File: src/rtl/pfl_pkg.sv
`timescale 1ns / 1ps

package pfl_pkg;

  localparam int CORDIC_GUARD    = 8;
  localparam int COEF_WIDTH      = 16;
  localparam int COEF_FRAC       = 14;
  localparam int CFG_INDEX_WIDTH = 8;

  localparam logic [CFG_INDEX_WIDTH-1:0] REG_LOOP_GAIN     = 8'd0;
  localparam logic [CFG_INDEX_WIDTH-1:0] REG_FEEDBACK_COEF = 8'd1;

  localparam logic signed [COEF_WIDTH-1:0] LOOP_GAIN_RESET     = 16'sd9830;
  localparam logic signed [COEF_WIDTH-1:0] FEEDBACK_COEF_RESET = 16'sd0;

  localparam logic [31:0] HALF_TURN = 32'h8000_0000;

  // atan(2^-i) in 2^32 units per turn
  localparam logic [31:0] ATAN_TURN32 [32] = '{
    32'h20000000, 32'h12E4051E, 32'h09FB385B, 32'h051111D4,
    32'h028B0D43, 32'h0145D7E1, 32'h00A2F61E, 32'h00517C55,
    32'h0028BE53, 32'h00145F2F, 32'h000A2F98, 32'h000517CC,
    32'h00028BE6, 32'h000145F3, 32'h0000A2FA, 32'h0000517D,
    32'h000028BE, 32'h0000145F, 32'h00000A30, 32'h00000518,
    32'h0000028C, 32'h00000146, 32'h000000A3, 32'h00000051,
    32'h00000029, 32'h00000014, 32'h0000000A, 32'h00000005,
    32'h00000003, 32'h00000001, 32'h00000001, 32'h00000000
  };

  typedef struct packed {
    logic adv;
    logic take;
  } stage_ctl_t;

endpackage

File: src/rtl/pfl_loop_filter.sv
`timescale 1ns / 1ps

module pfl_loop_filter #(
  parameter int PW = 16,
  parameter int OW = 20
) (
  input  logic                                    clk,
  input  logic                                    rst_n,
  input  pfl_pkg::stage_ctl_t                     prod_ctl,
  input  pfl_pkg::stage_ctl_t                     out_ctl,
  input  logic signed [PW-1:0]                    err_i,
  input  logic signed [pfl_pkg::COEF_WIDTH-1:0]   loop_gain_i,
  input  logic signed [pfl_pkg::COEF_WIDTH-1:0]   feedback_coef_i,
  output logic signed [OW-1:0]                    freq_o,
  output logic                                    sat_o
);

  localparam int PRW = PW + pfl_pkg::COEF_WIDTH;
  localparam int FBW = OW + pfl_pkg::COEF_WIDTH;
  localparam int AW  = ((PRW > FBW) ? PRW : FBW) + 2;
  localparam int RW  = AW - pfl_pkg::COEF_FRAC;
  localparam logic signed [AW-1:0] HALF = AW'(1) <<< (pfl_pkg::COEF_FRAC - 1);
  localparam logic signed [OW-1:0] OUT_MAX = {1'b0, {(OW-1){1'b1}}};
  localparam logic signed [OW-1:0] OUT_MIN = {1'b1, {(OW-1){1'b0}}};

  logic signed [PRW-1:0] prod_nxt, prod_r;
  logic signed [FBW-1:0] fb_prod;
  logic signed [AW-1:0]  acc;
  logic signed [RW-1:0]  res;
  logic                  fits;
  logic signed [OW-1:0]  freq_nxt, freq_r;
  logic                  sat_nxt, sat_r;

  assign prod_nxt = PRW'(err_i) * PRW'(loop_gain_i);

  always_ff @(posedge clk) begin
    if (prod_ctl.adv) begin
      prod_r <= prod_nxt;
    end
  end

  // recurrent path: previous output times feedback
  assign fb_prod = FBW'(freq_r) * FBW'(feedback_coef_i);
  assign acc     = AW'(prod_r) + AW'(fb_prod) + HALF;
  assign res     = acc[AW-1:pfl_pkg::COEF_FRAC];
  assign fits    = (res[RW-1:OW-1] == '0) || (res[RW-1:OW-1] == '1);

  always_comb begin
    if (fits) begin
      freq_nxt = res[OW-1:0];
      sat_nxt  = 1'b0;
    end else begin
      freq_nxt = res[RW-1] ? OUT_MIN : OUT_MAX;
      sat_nxt  = 1'b1;
    end
  end

  always_ff @(posedge clk) begin
    if (!rst_n) begin
      freq_r <= '0;
      sat_r  <= 1'b0;
    end else if (out_ctl.take) begin
      freq_r <= freq_nxt;
      sat_r  <= sat_nxt;
    end
  end

  assign freq_o = freq_r;
  assign sat_o  = sat_r;

endmodule
File: config.mk
export PLATFORM = sky130hd
export DESIGN_NAME = pfl_loop_filter
export DESIGN_NICKNAME = d
export VERILOG_FILES = /design/src/rtl/pfl_pkg.sv /design/src/rtl/pfl_loop_filter.sv
export SDC_FILE = /design/constraint.sdc
export NUM_CORES = 2
export LEC_CHECK = 0
export ABC_AREA = 1
export BUFFER_PORTS_ARGS = -buffer_cell sky130_fd_sc_hd__buf_4
export CORE_UTILIZATION = 30
export CTS_CLUSTER_SIZE = 28
export DETAILED_ROUTE_END_ITERATION = 8
export PLACE_DENSITY = 0.41
export SYNTH_ARGS = -nofsm -noshare
export SYNTH_HDL_FRONTEND = slang
export SYNTH_SLANG_ARGS = --single-unit
File: constraint.sdc
create_clock -name clk -period 10.8 [get_ports clk]
set_input_delay 2.16 -clock clk [delete_from_list [all_inputs] [get_ports clk]]
set_output_delay 2.16 -clock clk [all_outputs]
set_load 0.005 [all_outputs]
==> reports/qor.txt <==
largest net degree at the start of global routing = 33
Final nets = 3901
skew final = 0.00996 ns
run status = complete, no violations
Worst-Margin Slew = 1.22 ns
Routed Antenna Nets = 0
sequential-to-total area share from yosys stat = 0.0546
unrepaired setup endpoints after global routing = false
most frequent cells in the layout = inv_1, nand2_1, fa_1
Synth async-reset ratio = 0
Final Max Tran Viols = 0
Post-Synth Adder-Cell Area = 0.581
Post-CTS Setup Inserts = 0
die height = 292 um
# DRC = 0
hold crit path type = reg -> reg
Die ar. = 85400 um2
Core Area = 83600 um2
htree depth = 2
clock tree buffer depth = 2
Top FF cell, synth = edfxtp_1
Setup crit end kind = flop
Hold Vio Cnt, Final = 0
Synth Area in XOR/XNOR = 0.0208
commonest non-fill, non-tap cell in the layout = inv_1
initial antenna violation count = 1
CTS tree = built
kind of critical path = in -> reg
clk_lat worst skew = 0.31 ns
Post-synth EDFFs = 32
Synth Instances = 3082
Port Buf Inserts = 72
area grow syn2layout = 6.55%
Diodes inserted = 0
all-layer global routing usage = 0.166
part of the cycle the worst path needs = 0.820
CTS Root Cell = clkbuf_16
# IOs = 75
share of synthesized cell area in and, or, nand and nor gates = 0.142
number of CTS-inserted buffers = 5
first-pass GRT wire length = 112000 um
Post-Syn Area = 25300 um2
placer's final routability congestion estimate = 0.901
Setup TNS = 0 ns
CTS sink cnt = 53
Distinct cells, synth = 42
DR pass1 iterations = 5
Max Fanout on Critical Path = 20
slew margin rel. = 0.189
num rows = 106
vias per cell = 4.44
vias after detailed routing = 18.3k
syn avg cell area = 8.20 um2
WP data arrival = 9.02 ns
number of global-route vias before repair = 20.4k
Yosys reg bits = 53
compound-gate portion of the synthesized area = 0.0388
Mapped Nets = 3938
total grt overflow = 0
post-synthesis mux area share = 0
largest family of logic cells by synthesized area = adder cells
post-CTS resize count = 0
fin crit period = 8.86 ns
fraction of layout cells with a size suffix above 1 = 0.0433
Yosys Warn Count = 0
Starting Density = 0.303
hpwl dp = 56700 um
Setup crit start kind = input pin
clock-pin slew on the worst setup and hold paths = 0.08 ns
Hold-fix buffers, CTS = 0
WL final = 67300 um
WP data required = 10.96 ns
fmax = 113 MHz
drt initial violations = 713
Die X = 292 um
MaxCap Viol Count = 0
Routed WL per cell = 16.3 um
Final Setup Violations = 0
[cell families after synthesis]
kind of cell,count (synthesis)
AOI/OAI and AO/OA,174
adders and majority gates,802
xor gates and xnor gates,60
buffers and inverters,1089
DFF,53
and+or+nand+nor,904
[sequential cells by signal (all words and copies together) (netlist names)]
name	cells
freq_o	20
prod_r	32
sat_o	1
[cell usage after synthesis (8+ instances only)]
master      n  area, um2
inv_1     961       3610
xnor2_1    21        184
or2_2      19        119
fa_1      621      12400
nand3_1    29        145
nor2_1     79        297
dfxtp_1    21        420
nand2_2     8       50.1
clkbuf_1  123        462
o21ai_0    47        235
o21bai_1    9       67.6
xor2_1     39        342
edfxtp_1   32        961
a21oi_1    87        435
nand2_1   741       2780
ha_1      181       2260
[area by class of cell]
class	instances	area [um2]
fill	8847	56600
multi-input combinational	1940	19800
inverter	963	3610
sequential	53	1380
tap	1080	1350
timing repair buffer	82	616
clock buffer	7	175
clock inverter	1	8.76
[worst max-delay path, stage by stage]
cell and delay, ns:
buf_4 0.21, nand2_1 0.19, inv_1 0.09, fa_1 0.62, inv_1 0.16, fa_1 0.81
inv_1 0.19, fa_1 0.68, inv_1 0.12, fa_1 0.52, fa_1 0.45, fa_1 0.52
inv_1 0.04, ha_1 0.34, a21oi_1 0.18, a21boi_0 0.22, nand2_1 0.07, a21oi_1 0.27
nand2_1 0.12, nand2_1 0.07, nand2_1 0.06, nor2_2 0.12, nand3_2 0.11, a21oi_4 0.51
a21oi_1 0.13
[final timing paths]
kind / from / end / slack, ns / cells after the start
worst max-delay path: feedback_coef_i[1] / freq_o[3] / 1.94 / 25
worst min-delay path: freq_o[17] / freq_o[17] / 0.57 / 2
worst max register to register: freq_o[19] / freq_o[3] / 3.28 / 24
worst min register to register: freq_o[17] / freq_o[17] / 0.57 / 2
[metal layers]
metal,global-route usage,share of wire,vias to the layer above
li1,-,-,8583
met2,0.282,0.47,259
met1,0.236,0.49,9438
met3,0.00835,0.025,47
met5,0,0,-
met4,0.0269,0.012,0
[through the flow]
| step | std cells | utilization | instance area [um2] | hold slack (ns) | setup WS [ns] |
|---|---|---|---|---|---|
| 3_5_place_dp | 4118 | 0.320 | 26800 | 0.555 | 1.58 |
| 3_3_place_gp | 4118 | 0.320 | 26800 | 0.554 | 1.61 |
| 2_1_floorplan | 3082 | - | 25300 | 0.529 | 2.63 |
| 5_1_grt | 4126 | 0.322 | 26900 | 0.609 | 1.40 |
| 6_report | 4126 | 0.322 | 26900 | 0.574 | 1.94 |
| 4_1_cts | 4126 | 0.322 | 26900 | 0.577 | 1.88 |
Power is left out: the tool's default activity adds up to more than one toggle a clock period on the data nets, which glitch-free logic cannot reach.
