===== config.mk =====
export PLATFORM = sky130hd
export DESIGN_NAME = pfl_phase_diff
export DESIGN_NICKNAME = d
export VERILOG_FILES = /design/src/rtl/pfl_pkg.sv /design/src/rtl/pfl_phase_diff.sv
export SDC_FILE = /design/constraint.sdc
export NUM_CORES = 1
export LEC_CHECK = 0
export ABC_AREA = 1
export BUFFER_PORTS_ARGS = -buffer_cell sky130_fd_sc_hd__buf_2
export CAP_MARGIN = 0
export CORE_AREA = 2 2 68 118
export CTS_CLUSTER_DIAMETER = 60
export DETAILED_ROUTE_END_ITERATION = 7
export DIE_AREA = 0 0 70 120
export GPL_ROUTABILITY_DRIVEN = 0
export PLACE_DENSITY_LB_ADDON = 0.2
export SETUP_SLACK_MARGIN = 0.2
export SLEW_MARGIN = 20
export SYNTH_ARGS = -nofsm -noshare
export SYNTH_HDL_FRONTEND = slang
export SYNTH_SLANG_ARGS = --single-unit

===== constraint.sdc =====
create_clock -name clk -period 4.3 [get_ports clk]
set_clock_uncertainty 0.05 [all_clocks]
set_input_delay 0.43 -clock clk [delete_from_list [all_inputs] [get_ports clk]]
set_output_delay 0.43 -clock clk [all_outputs]
set_load 0.05 [all_outputs]

===== src/rtl/pfl_pkg.sv =====
`timescale 1ns / 1ps

package pfl_pkg;

  localparam int CORDIC_GUARD    = 8;
  localparam int COEF_WIDTH      = 16;
  localparam int COEF_FRAC       = 14;
  localparam int CFG_INDEX_WIDTH = 8;

  localparam logic [CFG_INDEX_WIDTH-1:0] REG_LOOP_GAIN     = 8'd0;
  localparam logic [CFG_INDEX_WIDTH-1:0] REG_FEEDBACK_COEF = 8'd1;

  localparam logic signed [COEF_WIDTH-1:0] LOOP_GAIN_RESET     = 16'sd9830;
  localparam logic signed [COEF_WIDTH-1:0] FEEDBACK_COEF_RESET = 16'sd0;

  localparam logic [31:0] HALF_TURN = 32'h8000_0000;

  // atan(2^-i) in 2^32 units per turn
  localparam logic [31:0] ATAN_TURN32 [32] = '{
    32'h20000000, 32'h12E4051E, 32'h09FB385B, 32'h051111D4,
    32'h028B0D43, 32'h0145D7E1, 32'h00A2F61E, 32'h00517C55,
    32'h0028BE53, 32'h00145F2F, 32'h000A2F98, 32'h000517CC,
    32'h00028BE6, 32'h000145F3, 32'h0000A2FA, 32'h0000517D,
    32'h000028BE, 32'h0000145F, 32'h00000A30, 32'h00000518,
    32'h0000028C, 32'h00000146, 32'h000000A3, 32'h00000051,
    32'h00000029, 32'h00000014, 32'h0000000A, 32'h00000005,
    32'h00000003, 32'h00000001, 32'h00000001, 32'h00000000
  };

  typedef struct packed {
    logic adv;
    logic take;
  } stage_ctl_t;

endpackage


===== src/rtl/pfl_phase_diff.sv =====
`timescale 1ns / 1ps

module pfl_phase_diff #(
  parameter int PW = 16
) (
  input  logic                 clk,
  input  logic                 rst_n,
  input  pfl_pkg::stage_ctl_t  ctl,
  input  logic [31:0]          z_lo_i,
  input  logic [31:0]          z_ref_i,
  input  logic                 zero_lo_i,
  input  logic                 zero_ref_i,
  output logic signed [PW-1:0] err_o
);

  localparam logic [31:0] RND = 32'(1) << (31 - PW);

  logic [31:0]          zr_lo, zr_ref;
  logic [PW-1:0]        ph_lo, ph_ref, d_lo, d_ref;
  logic [PW-1:0]        last_lo_r, last_ref_r;
  logic signed [PW-1:0] err_nxt, err_r;

  assign zr_lo  = z_lo_i + RND;
  assign zr_ref = z_ref_i + RND;
  assign ph_lo  = zero_lo_i  ? '0 : zr_lo[31 -: PW];
  assign ph_ref = zero_ref_i ? '0 : zr_ref[31 -: PW];
  assign d_lo   = ph_lo - last_lo_r;
  assign d_ref  = ph_ref - last_ref_r;
  assign err_nxt = d_ref - d_lo;

  always_ff @(posedge clk) begin
    if (!rst_n) begin
      last_lo_r  <= '0;
      last_ref_r <= '0;
    end else if (ctl.take) begin
      last_lo_r  <= ph_lo;
      last_ref_r <= ph_ref;
    end
  end

  always_ff @(posedge clk) begin
    if (ctl.adv) begin
      err_r <= err_nxt;
    end
  end

  assign err_o = err_r;

endmodule


==> impl.org <==
** Floorplanning
- Floorplan die area :: 8400 um^2
- For this configuration, the core starts out at a cell density of 0.541.
- Die Ht :: 120 um
- In this run the core area contains 42 standard-cell rows.
- After floorplanning, the core was sized to cover 7460 um^2.
- For this design the top-level I/O count stands at 86.
- Die Span X :: 70 um

** Global routing
- In the global route stage, overall resource usage came out at 0.223.
- The initial antenna violation count is 0.
- Pin count of the biggest net entering global routing :: 65
- For this run the aggregate overflow at the end of global routing stands at 0.
- Global-route wire length before repair :: 15100 um
- The number of global-route vias before repair was 3530.

** Power
- Of the total power, the share spent switching nets is 0.451.
- The internal portion of the total power is 0.00115 W.
- Of the total power, combinational logic draws 0.518.
- Dividing total power by cell area gives a power density of 464 nW/um^2.
- Overall power consumption after layout is estimated at 0.00210 W.
- Sequential share of power :: 0.297
- IR analysis of the VDD net gives a maximum drop of 189 uV.
- Total net switching power :: 0.000949 W
- Leak Pwr :: 2.27 nW
- Clock share of power :: 0.185

** STA
- Max-Slew Margin vs Limit :: 0.365
- RSZ-0062 raised after global routing :: yes
- Adding up every negative setup slack in the final design gives 0 ps.
- Setup violations remaining at the end of the flow were counted as 0.
- Final count of pins violating max slew :: 0
- Clock period minus worst slack :: 3870 ps
- Portion of the clock cycle consumed by the worst path in the final layout :: 0.899
- For the pin with the worst max-slew slack, the measured transition is 953 ps.
- Fin. Hold Viols :: 0
- Worst-case hold slack :: 479 ps
- Maximum clock frequency :: 259 MHz

** Critical path
- Counting stages on the worst path, the most repeated cell is sky130_fd_sc_hd__nand2_1.
- Type of the worst setup path :: input pin to register
- Data on the critical path is required at its endpoint by 4300 ps.
- The worst setup path is launched from an input pin.
- Along the worst path, the maximum fanout reaches 4.
- The critical path goes through buf_2 > ha_1 > nand2_2 > nor2_2 > nand3_2 > nor3_1 > nand2_1 > o211ai_2 > fa_1 > fa_1 > inv_1 > ha_1 > inv_1 > nor3_1 > inv_1 > nor3_1 > nand2_1 > nand2_1 > inv_1 > nand2_1 > nand2_1.
- The setup check on the worst reg-to-reg path leaves a slack of 1020 ps.
- Endpoint arrival time on the critical path :: 3860 ps
- STA classifies the critical path endpoint as a register.
- Grouping stages by cell kind, the critical path spends the most delay in adder cells.
- Largest stage delay on the critical path :: 510 ps
- Critical path buffer and inverter count :: 5
- The slowest stage of the critical path is the sky130_fd_sc_hd__fa_1 cell.

** Route
- Post-detailed-routing wire length :: 8960 um
- Post-DR wirelength/cell :: 13.3 um
- Wire segments on met2 add up to 4850 um in the final route.
- Top Metal Used :: met4
- The final route contains 3566 vias.
- DR DRC count :: 0
- Met3 Routed Length :: 284 um
- Number of DRC markers after the initial detailed-route iteration :: 171
- M1 WL :: 3590 um
- Drt first pass iters :: 8
- Per-cell via count in the routed design :: 5.29
- Once detail routing completed, the nets flagged for antenna violations numbered 0.

** Clocking
- Post_cts resized :: 0
- Hold repair after CTS inserted 0 buffers.
- CTS clk-pin slew, worst paths :: 70 ps
- Number of buffers inserted during clock tree synthesis :: 5
- In this run the number of H-tree levels came out at 2.
- Clock latency at the later pin of the worst-skew pair :: 290 ps
- Clock tree synthesis found a total of 48 sinks.
- Clock tree root driver cell :: sky130_fd_sc_hd__clkbuf_16
- TritonCTS built the clock tree.
- Post-CTS setup buffer count :: 0
- Max clock buf depth :: 2

** Logic synthesis
- The netlist uses 40 different library cells.
- The synthesized design contains 48 register bits.
- Number of enable-type register cells in the synthesized netlist :: 16
- Combined area of all synthesized cells :: 4040 um^2
- Gate count after technology mapping :: 533
- Share of flip-flops with an asynchronous set or reset after synthesis :: 0
- Portion of the post-synthesis area used by sequential elements :: 0.278
- Synth Net Count :: 650
- Yosys attributes the largest share of cell area to sky130_fd_sc_hd__dfxtp_1, sky130_fd_sc_hd__fa_1, sky130_fd_sc_hd__edfxtp_1.
- Yosys warns :: 0
- Among all flip-flop cells after synthesis, the most frequent one is sky130_fd_sc_hd__dfxtp_1.
- Share of Yosys cell area claimed by the top area cell type :: 0.159
- The largest total area in the synthesized netlist belongs to sky130_fd_sc_hd__dfxtp_1.
- Commonest cells in the netlist :: sky130_fd_sc_hd__inv_1, sky130_fd_sc_hd__nand2_1, sky130_fd_sc_hd__a21oi_1
- Most repeated cell in the gate-level netlist after synthesis :: sky130_fd_sc_hd__inv_1
- Average instance area after synthesis :: 7.57 um^2

** Cells and area
- Final cell count without fillers :: 674
- 0 antenna diodes ended up in the layout.
- Of the cells placed in the final design, the portion with a size suffix greater than 1 is 0.164.
- Layout overhead on the synthesized area :: 12.3%
- At the end of the flow, the number of nets in the layout was 702.

** Min path
- The path class of the tightest hold or removal check is register to register.

** Placed design
- Summed over all nets, the half-perimeter wirelength after detailed placement is 7390 um.
- Counting tap cells, the placed design contains a total of 666 instances.
- Number of port buffers :: 55

** Run status
- The run finished with clean final reports.

** Run
- Max-cap violations in this run came to 0.
-- area by class of cell --
cell class                 count  area (um^2)
inverter                     118          443
fill                         708         2930
timing repair buffer          57          290
clock buffer                   6          129
multi-input combinational    355         2430
tap                           88          110
sequential                    48         1120
clock inverter                 2         11.3
-- flip-flops by register name, summed over array words and instances (netlist names) --
register and flops:
err_o 16, last_lo_r 16, last_ref_r 16
-- layout by cell type, fill, tap and decap left out, types with 2 or more instances in the layout --
cell type / instances
sky130_fd_sc_hd__edfxtp_1: 16
sky130_fd_sc_hd__a21oi_1: 48
sky130_fd_sc_hd__o31ai_1: 2
sky130_fd_sc_hd__inv_1: 115
sky130_fd_sc_hd__xor2_1: 14
sky130_fd_sc_hd__inv_2: 3
sky130_fd_sc_hd__nor2_1: 26
sky130_fd_sc_hd__fa_1: 30
sky130_fd_sc_hd__clkbuf_16: 5
sky130_fd_sc_hd__a21oi_2: 3
sky130_fd_sc_hd__nand2_2: 6
sky130_fd_sc_hd__nand4_1: 8
sky130_fd_sc_hd__nand2_1: 86
sky130_fd_sc_hd__a31o_2: 2
sky130_fd_sc_hd__nor2_2: 6
sky130_fd_sc_hd__o21ai_0: 43
sky130_fd_sc_hd__nand3_2: 5
sky130_fd_sc_hd__xnor2_1: 3
sky130_fd_sc_hd__o21ai_1: 2
sky130_fd_sc_hd__nor3_1: 11
sky130_fd_sc_hd__o211ai_1: 3
sky130_fd_sc_hd__buf_4: 2
sky130_fd_sc_hd__nand3_1: 24
sky130_fd_sc_hd__ha_1: 17
sky130_fd_sc_hd__o211ai_2: 2
sky130_fd_sc_hd__buf_2: 55
sky130_fd_sc_hd__dfxtp_1: 32
sky130_fd_sc_hd__o21bai_1: 2
-- logic make-up (layout without fill, tap and decap cells) --
kind of cell	Yosys count	count (layout)	synth area share
and+or+nand+nor	178	178	0.205
buffers and inverters	130	183	0.122
AOI/OAI and AO/OA	113	113	0.157
DFF	48	48	0.278
adders and majority gates	47	47	0.202
xor gates and xnor gates	17	17	0.0369
-- path summary, 6_finish.rpt --
path	to	from	cells after the start
min reg2reg	last_ref_r[12]	last_ref_r[12]	2
min	last_ref_r[12]	last_ref_r[12]	2
max	err_o[15]	z_ref_i[15]	21
max reg2reg	err_o[14]	last_ref_r[0]	15
-- power groups by stage --
stage	Combinational (W)	Clock, W	Sequential (W)
after global routing	0.00121	0.000409	0.000633
after global placement	0.00105	0	0.000633
after floorplan	0.000583	0	0.000895
final	0.00109	0.000389	0.000625
after CTS	0.00109	0.000390	0.000627
after detailed placement	0.00108	0	0.000637
-- tightest hold or removal path, cell delays in order, from the launching register on --
cell                      delay, ps
sky130_fd_sc_hd__dfxtp_1        320
sky130_fd_sc_hd__o21ai_0         70
sky130_fd_sc_hd__a21oi_1        100
-- per-stage QoR --
stage / worst slack [ps] / instance area, um^2 / utilization
after floorplan: 663 / 4040 / -
after global placement: 195 / 4390 / 0.588
after detailed placement: 164 / 4390 / 0.588
after CTS: 431 / 4530 / 0.607
after global routing: 152 / 4530 / 0.607
final: 435 / 4530 / 0.607
-- routing by layer --
metal | vias to the layer above | GRT usage
met2 | 95 | 0.427
li1 | 1804 | -
met1 | 1646 | 0.242
met5 | - | 0
met3 | 21 | 0.0210
met4 | 0 | 0.101
Power figures use the tool's default switching activity.
