[src/rtl/pfl_pkg.sv]
`timescale 1ns / 1ps

package pfl_pkg;

  localparam int CORDIC_GUARD    = 8;
  localparam int COEF_WIDTH      = 16;
  localparam int COEF_FRAC       = 14;
  localparam int CFG_INDEX_WIDTH = 8;

  localparam logic [CFG_INDEX_WIDTH-1:0] REG_LOOP_GAIN     = 8'd0;
  localparam logic [CFG_INDEX_WIDTH-1:0] REG_FEEDBACK_COEF = 8'd1;

  localparam logic signed [COEF_WIDTH-1:0] LOOP_GAIN_RESET     = 16'sd9830;
  localparam logic signed [COEF_WIDTH-1:0] FEEDBACK_COEF_RESET = 16'sd0;

  localparam logic [31:0] HALF_TURN = 32'h8000_0000;

  // atan(2^-i) in 2^32 units per turn
  localparam logic [31:0] ATAN_TURN32 [32] = '{
    32'h20000000, 32'h12E4051E, 32'h09FB385B, 32'h051111D4,
    32'h028B0D43, 32'h0145D7E1, 32'h00A2F61E, 32'h00517C55,
    32'h0028BE53, 32'h00145F2F, 32'h000A2F98, 32'h000517CC,
    32'h00028BE6, 32'h000145F3, 32'h0000A2FA, 32'h0000517D,
    32'h000028BE, 32'h0000145F, 32'h00000A30, 32'h00000518,
    32'h0000028C, 32'h00000146, 32'h000000A3, 32'h00000051,
    32'h00000029, 32'h00000014, 32'h0000000A, 32'h00000005,
    32'h00000003, 32'h00000001, 32'h00000001, 32'h00000000
  };

  typedef struct packed {
    logic adv;
    logic take;
  } stage_ctl_t;

endpackage

[src/rtl/pfl_cordic_cell.sv]
`timescale 1ns / 1ps

module pfl_cordic_cell #(
  parameter int XW    = 27,
  parameter int SHIFT = 0
) (
  input  logic                 clk,
  input  logic                 en,
  input  logic signed [XW-1:0] x_i,
  input  logic signed [XW-1:0] y_i,
  input  logic [31:0]          z_i,
  input  logic                 zero_i,
  output logic signed [XW-1:0] x_o,
  output logic signed [XW-1:0] y_o,
  output logic [31:0]          z_o,
  output logic                 zero_o
);

  logic signed [XW-1:0] xs, ys;
  logic signed [XW-1:0] x_nxt, y_nxt, x_r, y_r;
  logic [31:0]          z_nxt, z_r;
  logic                 zero_r;

  assign xs = x_i >>> SHIFT;
  assign ys = y_i >>> SHIFT;

  always_comb begin
    if (!y_i[XW-1]) begin
      x_nxt = x_i + ys;
      y_nxt = y_i - xs;
      z_nxt = z_i + pfl_pkg::ATAN_TURN32[SHIFT];
    end else begin
      x_nxt = x_i - ys;
      y_nxt = y_i + xs;
      z_nxt = z_i - pfl_pkg::ATAN_TURN32[SHIFT];
    end
  end

  always_ff @(posedge clk) begin
    if (en) begin
      x_r    <= x_nxt;
      y_r    <= y_nxt;
      z_r    <= z_nxt;
      zero_r <= zero_i;
    end
  end

  assign x_o    = x_r;
  assign y_o    = y_r;
  assign z_o    = z_r;
  assign zero_o = zero_r;

endmodule

[config.mk]
export PLATFORM = sky130hd
export DESIGN_NAME = pfl_cordic_cell
export DESIGN_NICKNAME = d
export VERILOG_FILES = /design/src/rtl/pfl_pkg.sv /design/src/rtl/pfl_cordic_cell.sv
export SDC_FILE = /design/constraint.sdc
export NUM_CORES = 1
export LEC_CHECK = 0
export BUFFER_PORTS_ARGS = -buffer_cell sky130_fd_sc_hd__buf_4
export CELL_PAD_IN_SITES_DETAIL_PLACEMENT = 0
export CELL_PAD_IN_SITES_GLOBAL_PLACEMENT = 1
export CORE_MARGIN = 2
export CORE_UTILIZATION = 25
export DETAILED_ROUTE_END_ITERATION = 8
export PLACE_DENSITY = 0.66
export SLEW_MARGIN = 10
export SYNTH_ARGS = -nofsm -noshare
export SYNTH_HDL_FRONTEND = slang
export SYNTH_SLANG_ARGS = --single-unit
[constraint.sdc]
create_clock -name clk -period 3.3 [get_ports clk]
set_input_delay 0.165 -clock clk [delete_from_list [all_inputs] [get_ports clk]]
set_output_delay 0.165 -clock clk [all_outputs]
set_load 0.005 [all_outputs]
==> results.json, run 1 <==
{
  "cts.htree.levels": 3,
  "worst_hold_path_type": "in2reg",
  "timing.setup.critical_path_class": "in2reg",
  "finalWorstPathRequiredPeriod_ns": 3.17,
  "synth.yosys.seq_area_share_pct": 37.4,
  "post-synth-top-area-fraction_pct": 37.4,
  "cp-start-kind": "primary input",
  "ctsRootBufferMaster": "clkbuf_16",
  "floorplan.initialDensity_pct": 25.6,
  "post-synth-top-area-cell": "edfxtp_1",
  "core_um2": 27000,
  "cap_violations": 0,
  "yosys.area_share.xor_xnor_pct": 6.34,
  "total_routing_usage_reported_by_global_routing_pct": 15.8,
  "yosys_register_bits": 86,
  "drtPass1Iterations": 5,
  "cellLeakagePower_nw": 4.32,
  "finalMaxSlewViolations": 0,
  "syn_area_per_cell_um2": 9.42,
  "clkSinkCount": 86,
  "globalRouteOverflowTotal": 0,
  "post-route-drc-count": 0,
  "vias_per_cell": 4.87,
  "hold_viol_final": 0,
  "die-width_um": 170,
  "clkSlewWorstSetupHoldPaths_ns": 0.07,
  "mostFrequentLayoutCell": "buf_4",
  "grt_pass1_vias": 6411,
  "gp_routability_congestion": 0.866,
  "dp_hpwl_um": 17600,
  "syn_inst": 733,
  "p_total_w": 0.00389,
  "cp.arrival_ns": 3.27,
  "power.ir.vdd_worst_uv": 267,
  "detail_route.iter0.violations": 437,
  "cts.path.max_buffers": 2,
  "filler_cell_count": 2783,
  "number_of_antenna_violations_at_the_first_check_in_global_routing": 1,
  "run_status": "finished, final reports clean",
  "die_outline_height_um": 170,
  "synth_edf_count": 86,
  "synth_compound_gate_area_share_pct": 22.3,
  "grt_pass1_wl_um": 35100,
  "final_cell_mix": "buf_4, edfxtp_1, inv_1, ha_1, a21oi_1",
  "ys_warn_count": 0,
  "fmax_mhz": 316,
  "number_of_nets_in_the_synthesized_netlist": 904,
  "detail_route.wirelength_um": 22700,
  "setup_violations": 0,
  "cts_tree": "yes",
  "vias": 6404,
  "post-route-period-util_pct": 95.9,
  "fp.dieArea_um2": 29000,
  "cts_inserted_buffers": 9,
  "synth_adder_area_share_pct": 15.3,
  "cts_setup_buffers": 0,
  "largest_net_degree_at_the_start_of_global_routing": 65,
  "postRouteAntennaNets": 0,
  "grt_setup_unrepaired": "false",
  "yosys-mux-area-fraction_pct": 1.67,
  "ys_top_cells_by_area": "edfxtp_1, ha_1, a21oi_1",
  "post-place-ws_ns": -0.196,
  "layout_area_growth_over_synthesis_pct": 38.1,
  "port_buffers": 175,
  "finish.net_count": 1138,
  "synth_top_family_by_area": "compound AO/OA/AOI/OAI gates",
  "timing.final.ws_setup_ns": 0.134,
  "synth_top_flop_cell": "edfxtp_1",
  "core.rowCount": 60,
  "syn-cell-area_um2": 6910,
  "critical_path.max_fanout": 3,
  "synth-simple-area-share_pct": 10.7,
  "cellPowerDensity_nw_per_um2": 408,
  "timing.hold.ws_ns": 0.110,
  "io_pins": 176,
  "synth_cell_types": 62,
  "layout-drive-gt1-share_pct": 25.9,
  "setup.worst_path.end_class": "flop",
  "ys_async_sr_fraction_pct": 0,
  "timing.slew.headroom_pct": 49.0,
  "final.setup.tns_ns": 0,
  "detail_route.wl_per_cell_um": 17.3,
  "worst_pin_slew_ns": 0.765,
  "critPathRequiredTime_ns": 3.41
}
routing by layer:
metal  GRT usage, %  vias up  wire length, um
met5              0        -                0
li1               -     3089                -
met1           20.9     3038            10300
met2           25.9      255            10600
met3           2.93       22             1510
met4           5.09        0              332
layout make-up:
class                           count  area [um2]  share of cell area, %
Clock inverter                      7        90.1                  0.945
Tap cell                          341         427                   4.47
Timing Repair Buffer              257        2030                   21.3
Multi-Input combinational cell    534        3880                   40.7
Clock buffer                        9         225                   2.36
Sequential cell                    86        2580                   27.1
Antenna cell                        1        2.50                 0.0262
Inverter                           79         297                   3.11
final timing paths:
path | startpoint | endpoint | slack (ns) | depth (start not counted)
worst max-delay path | x_i[0] | x_o[20] | 0.13 | 13
worst min-delay path | z_i[29] | z_o[29] | 0.11 | 2
worst max-delay path: stages:
cell and delay, ns:
buf_4 0.11, ha_1 0.22, fa_1 0.43, nor2b_4 0.16
o311a_1 0.32, o41a_1 0.36, a221o_1 0.41, a21oi_4 0.28
buf_12 0.14, o41ai_2 0.06, a211o_1 0.31, a31oi_1 0.21
xnor2_1 0.09
synthesized netlist by cell type (3+ instances only):
cell       count
a2111oi_0      5
a211o_1        6
a211oi_1       6
a21o_1        22
a21oi_1       72
a22oi_1        3
a31oi_1        6
buf_1         11
buf_2          5
clkbuf_1      16
edfxtp_1      86
fa_1           4
ha_1          78
inv_1         78
mux2i_1       10
nand2_1       34
nand2b_1       5
nand3_1        7
nand4_1        8
nor2_1        61
nor2b_1       10
nor3_1         7
nor4_1         3
o211a_1        5
o211ai_1      14
o21a_1         7
o21ai_0       44
o21bai_1      10
o221ai_1       3
o22ai_1        6
o31ai_1        6
or3_1          9
xnor2_1       41
xor2_1         9
per-stage QoR:
step	area, um2	util (%)	instances
6_report	9540	35.3	1314
5_1_grt	9540	35.3	1314
4_1_cts	9540	35.3	1313
3_5_place_dp	8920	33.0	1267
3_3_place_gp	8920	33.0	1267
2_1_floorplan	6910	-	733
cells by family (layout without fill, tap and decap cells):
family	after synthesis	after routing
DFF	86	86
AOI/OAI and AO/OA	235	235
adders and majority gates	82	82
muxes	11	11
other	0	1
xor gates and xnor gates	50	50
buffers and inverters	113	352
and+or+nand+nor	156	156
repair_timing:
item                                    in CTS  in global routing
hold buffers                                30                  0
resized for setup                            0                  0
endpoints found under the setup margin       0                  0
hold endpoints to repair                    30                  0
report_power, final:
part	internal (W)	total [W]	switching [W]	leakage [nW]
clock	0.000605	0.00110	0.000496	0.147
combinational	0.000650	0.00134	0.000693	3.33
sequential	0.00140	0.00145	0.0000478	0.842
total	0.00265	0.00389	0.00124	4.32
sequential cells by signal, indices dropped and copies added, names as in the netlist:
register,flops
x_o,26
zero_o,1
z_o,32
y_o,27
No activity file was read; power rests on OpenSTA's default activity.
==> inputs of run 2 (changes only) <==
--- a/config.mk
+++ b/config.mk
@@ -9,9 +9,10 @@
 export CELL_PAD_IN_SITES_DETAIL_PLACEMENT = 0
 export CELL_PAD_IN_SITES_GLOBAL_PLACEMENT = 1
 export CORE_MARGIN = 2
-export CORE_UTILIZATION = 25
+export CORE_UTILIZATION = 37
 export DETAILED_ROUTE_END_ITERATION = 8
-export PLACE_DENSITY = 0.66
+export PLACE_DENSITY = 0.88
+export RECOVER_POWER = 100
 export SLEW_MARGIN = 10
 export SYNTH_ARGS = -nofsm -noshare
 export SYNTH_HDL_FRONTEND = slang
==> results.json, run 2 (synthesis results as in run 1) <==
{
  "critPathRequiredTime_ns": 3.40,
  "final_design_area_no_fill_um2": 9260,
  "die_outline_height_um": 141,
  "cts.hold.buffers_added": 30,
  "placement.cell_area_um2": 8730,
  "finalWorstPathRequiredPeriod_ns": 3.17,
  "cts_tree": "yes",
  "cellLeakagePower_nw": 4.20,
  "detail_route.wl_per_cell_um": 17.1,
  "grt_setup_unrepaired": "false",
  "final_cell_mix": "clkbuf_4, buf_4, edfxtp_1",
  "layout_area_growth_over_synthesis_pct": 34.2,
  "filler_cell_count": 1741,
  "timing.slew.headroom_pct": -48.4,
  "detail_route.iter0.violations": 490,
  "cp.arrival_ns": 3.27,
  "cap_violations": 2,
  "cts_resized": 0,
  "violated_checks": "capacitance limit, slew limit",
  "critical_path.max_fanout": 3,
  "cp-start-kind": "primary input",
  "clkSlewWorstSetupHoldPaths_ns": 0.06,
  "fmax_mhz": 315,
  "detail_route.wirelength_um": 20400,
  "insertedDiodeCount": 0,
  "dp_hpwl_um": 15400,
  "globalRouteOverflowTotal": 0,
  "fp.dieArea_um2": 19800,
  "post-route-period-util_pct": 96.1,
  "die-width_um": 141,
  "core_um2": 18100,
  "mostFrequentLayoutCell": "clkbuf_4",
  "floorplan.initialDensity_pct": 38.1,
  "grt_pass1_wl_um": 31800,
  "layout-drive-gt1-share_pct": 23.3,
  "vias_per_cell": 5.28,
  "startpoint": "x_i[0]",
  "setup_violations": 0,
  "final.setup.tns_ns": 0,
  "gp_routability_congestion": 0.967,
  "postRouteAntennaNets": 0,
  "finalMaxSlewViolations": 120,
  "cts_inserted_buffers": 9,
  "io_pins": 176,
  "timing.setup.critical_path_class": "in2reg",
  "worst_hold_path_type": "in2reg",
  "cts.htree.levels": 3,
  "worst_pin_slew_ns": 2.23,
  "post-route-drc-count": 0,
  "layout.cells.non_filler": 1193,
  "setup.worst_path.end_class": "flop",
  "ctsRootBufferMaster": "clkbuf_16",
  "cts.path.max_buffers": 2,
  "port_buffers": 175,
  "total_routing_usage_reported_by_global_routing_pct": 20.3,
  "drtPass1Iterations": 6,
  "power.ir.vdd_worst_uv": 197,
  "timing.final.ws_setup_ns": 0.130,
  "clkSinkCount": 86,
  "core.rowCount": 49,
  "grt_pass1_vias": 6133,
  "number_of_antenna_violations_at_the_first_check_in_global_routing": 0,
  "vias": 6302,
  "run_status": "finished with violations",
  "post-place-ws_ns": -0.130,
  "cellPowerDensity_nw_per_um2": 414,
  "max_reg_flops": 32,
  "critPathCapture": "y_o[26]",
  "cts_setup_buffers": 0,
  "largest_net_degree_at_the_start_of_global_routing": 87,
  "hold_viol_final": 0,
  "post-place-cells": 1148,
  "finish.net_count": 1131
}
==> run 2: cell count changes in the layout (fill, tap and decap cells not counted), moves of 2 or more <==
| cell | previous run | this run |
|---|---|---|
| inv_6 | 2 | 0 |
| buf_4 | 225 | 88 |
| clkinv_4 | 0 | 2 |
| clkbuf_4 | 0 | 113 |
| clkbuf_1 | 0 | 17 |
==> run 2: critical path, cell delays in order <==
cell	delay (ns)
clkbuf_4	0.12
ha_1	0.22
fa_1	0.41
nor2b_1	0.17
o311a_1	0.33
o41a_1	0.36
a221o_1	0.40
a21oi_4	0.25
o311ai_0	0.17
o2bb2ai_1	0.17
mux2_4	0.32
a22o_1	0.18
==> run 2: cell type report <==
class | count | area [um2] | area share (%)
clock buffers | 10 | 229 | 2.47
clock inverters | 5 | 85.1 | 0.918
inverters | 79 | 297 | 3.20
multi-input cells | 534 | 3870 | 41.8
flip-flops and latches | 86 | 2580 | 27.9
well taps | 229 | 287 | 3.09
repair buffers | 250 | 1910 | 20.7
==> run 2: worst min path at each step <==
stage | start | endpoint | slack, ns | depth (start not counted)
floorplan | z_i[0] | z_o[0] | 0.26 | 0
global placement | z_i[26] | z_o[26] | 0.34 | 1
detailed placement | z_i[5] | z_o[5] | 0.34 | 1
CTS | z_i[29] | z_o[29] | 0.12 | 2
global route | z_i[29] | z_o[29] | 0.15 | 2
finish | z_i[29] | z_o[29] | 0.14 | 2
==> run 2: routing by layer <==
layer  part of all wire (%)  track usage [%]
met5                      0                0
met4                    2.6             7.63
met3                    6.0             3.23
met2                     45             32.2
met1                     46             28.1
==> run 2: power breakdown <==
group          internal [W]  switching, W
logic              0.000608      0.000671
registers           0.00140     0.0000455
clock network      0.000662      0.000445
==> run 2: metrics by stage <==
step                      power, W  utilization (%)  hold slack (ns)
after detailed placement   0.00274             48.1            0.344
after floorplan            0.00212                -            0.264
final                      0.00383             51.0            0.140
after global placement     0.00273             48.1            0.343
after CTS                  0.00389             51.5            0.120
after global routing       0.00402             51.0            0.145
==> inputs of run 3 (changes only) <==
--- a/config.mk
+++ b/config.mk
@@ -8,10 +8,11 @@
 export BUFFER_PORTS_ARGS = -buffer_cell sky130_fd_sc_hd__buf_4
 export CELL_PAD_IN_SITES_DETAIL_PLACEMENT = 0
 export CELL_PAD_IN_SITES_GLOBAL_PLACEMENT = 1
+export CORE_ASPECT_RATIO = 1.4
 export CORE_MARGIN = 2
-export CORE_UTILIZATION = 37
+export CORE_UTILIZATION = 44
 export DETAILED_ROUTE_END_ITERATION = 8
-export PLACE_DENSITY = 0.88
+export PLACE_DENSITY = 0.95
 export RECOVER_POWER = 100
 export SLEW_MARGIN = 10
 export SYNTH_ARGS = -nofsm -noshare
==> constraint.sdc (replaced) <==
create_clock -name clk -period 4.1 [get_ports clk]
set_input_delay 0.205 -clock clk [delete_from_list [all_inputs] [get_ports clk]]
set_output_delay 0.205 -clock clk [all_outputs]
set_load 0.005 [all_outputs]
==> results.json, run 3 (synthesis results as in run 1) <==
{
  "run_status": "finished with violations",
  "violated_checks": "capacitance limit, slew limit",
  "finalMaxSlewViolations": 113,
  "setup.worst_path.end_class": "flop",
  "detail_route.wirelength_um": 19400,
  "hold_viol_final": 0,
  "timing.setup.critical_path_class": "in2reg",
  "cts_resized": 0,
  "worst_hold_startpoint": "z_i[10]",
  "cts_tree": "yes",
  "postRouteAntennaNets": 0,
  "multi_input_area_um2": 3860,
  "grt_pass1_wl_um": 29900,
  "cpLargestDelayFamily": "compound AO/OA/AOI/OAI gates",
  "cts_setup_buffers": 0,
  "floorplan.initialDensity_pct": 44.6,
  "timing.final.ws_setup_ns": 0.603,
  "io_pins": 176,
  "worstPathBufferInverterCount": 1,
  "cap_violations": 2,
  "maxUsedRoutingLayer": "met4",
  "dp_hpwl_um": 15300,
  "clkSinkCount": 86,
  "gp_routability_congestion": 0.911,
  "detail_route.wl_per_cell_um": 17.6,
  "die_outline_height_um": 152,
  "cellPowerDensity_nw_per_um2": 338,
  "mostFrequentLayoutCell": "clkbuf_4",
  "core_um2": 15500,
  "critical_path.max_fanout": 5,
  "critPathRequiredTime_ns": 4.19,
  "cts.hold.buffers_added": 0,
  "finish.net_count": 1069,
  "p_total_w": 0.00290,
  "final_cell_mix": "clkbuf_4, edfxtp_1, inv_1, ha_1, a21oi_1",
  "post-route-drc-count": 0,
  "min_delay_worst_endpoint": "z_o[10]",
  "largest_net_degree_at_the_start_of_global_routing": 65,
  "worst_hold_path.num_cells": 1,
  "ctsRootBufferMaster": "clkbuf_16",
  "fmax_mhz": 286,
  "cts.path.max_buffers": 2,
  "core.rowCount": 54,
  "path_cells": "clkbuf_1 -> ha_1 -> fa_1 -> nor2b_1 -> o311a_1 -> o41a_1 -> a221o_1 -> a21oi_4 -> o31ai_1 -> a221oi_1 -> a21oi_1 -> xnor2_1",
  "post-route-period-util_pct": 85.3,
  "insertedDiodeCount": 0,
  "wl_met2_um": 10200,
  "post-route-util_pct": 55.4,
  "filler_cell_count": 1437,
  "layout.cells.non_filler": 1099,
  "grt_setup_unrepaired": "false",
  "grt_pass1_vias": 6028,
  "routedLengthMet1_um": 7280,
  "total_routing_usage_reported_by_global_routing_pct": 22.9,
  "cp-start-kind": "primary input",
  "globalRouteOverflowTotal": 0,
  "timing.slew.headroom_pct": -101,
  "worst_hold_path_type": "in2reg",
  "power.ir.vdd_worst_uv": 250,
  "drtPass1Iterations": 5,
  "die-width_um": 110,
  "cellLeakagePower_nw": 3.85,
  "layout-drive-gt1-share_pct": 20.0,
  "cts_inserted_buffers": 9,
  "max_reg_flops": 32,
  "cts.htree.levels": 3,
  "worst_pin_slew_ns": 3.01,
  "final.setup.tns_ns": 0,
  "vias": 6079,
  "layout_area_growth_over_synthesis_pct": 24.2,
  "register_area_um2": 2580,
  "post-place-ws_ns": 0.474,
  "finalWorstPathRequiredPeriod_ns": 3.50,
  "cpMaxStageDelayCell": "a221o_1",
  "port_buffers": 175,
  "critPathMaxStageDelay_ns": 0.45,
  "startpoint": "x_i[0]",
  "number_of_antenna_violations_at_the_first_check_in_global_routing": 0,
  "fp.dieArea_um2": 16700,
  "wl_met3_um": 1160,
  "post-place-cells": 1083,
  "clkSlewWorstSetupHoldPaths_ns": 0.07,
  "vias_per_cell": 5.53,
  "setup_violations": 0,
  "detail_route.iter0.violations": 437,
  "cp.arrival_ns": 3.58
}
==> run 3: stage by stage <==
stage	instance area (um2)	hold slack (ns)
global placement	8420	0.383
CTS	8700	0.0291
detailed placement	8420	0.384
global route	8570	0.0475
finish	8570	0.0582
floorplan	6910	0.304
==> run 3: worst max path at each step <==
stage | endpoint | slack (ns) | cells past startpoint
4_1_cts | y_o[26] | 0.83 | 12
6_report | y_o[24] | 0.60 | 12
2_1_floorplan | y_o[26] | 0.95 | 11
3_3_place_gp | y_o[26] | 0.53 | 12
5_1_grt | y_o[19] | 0.41 | 7
3_5_place_dp | y_o[26] | 0.47 | 12
==> run 3: final cells by class <==
class	instances	area share, %
Clock inverter	6	0.627
Timing Repair Buffer	188	15.2
Multi-Input combinational cell	534	45.1
Clock buffer	10	2.67
Tap cell	196	2.86
Sequential cell	86	30.1
Inverter	79	3.46
==> run 3: power by group <==
group	internal (W)	switching, W	total (W)
clock	0.000422	0.000366	0.000787
sequential	0.00113	0.0000352	0.00116
combinational	0.000424	0.000521	0.000945
==> run 3: layer usage <==
metal  GRT usage, %  vias to the layer above
met2           42.1                      238
met5              0                        -
met3           3.81                       52
met4           10.2                        0
met1           25.0                     2836
li1               -                     2953
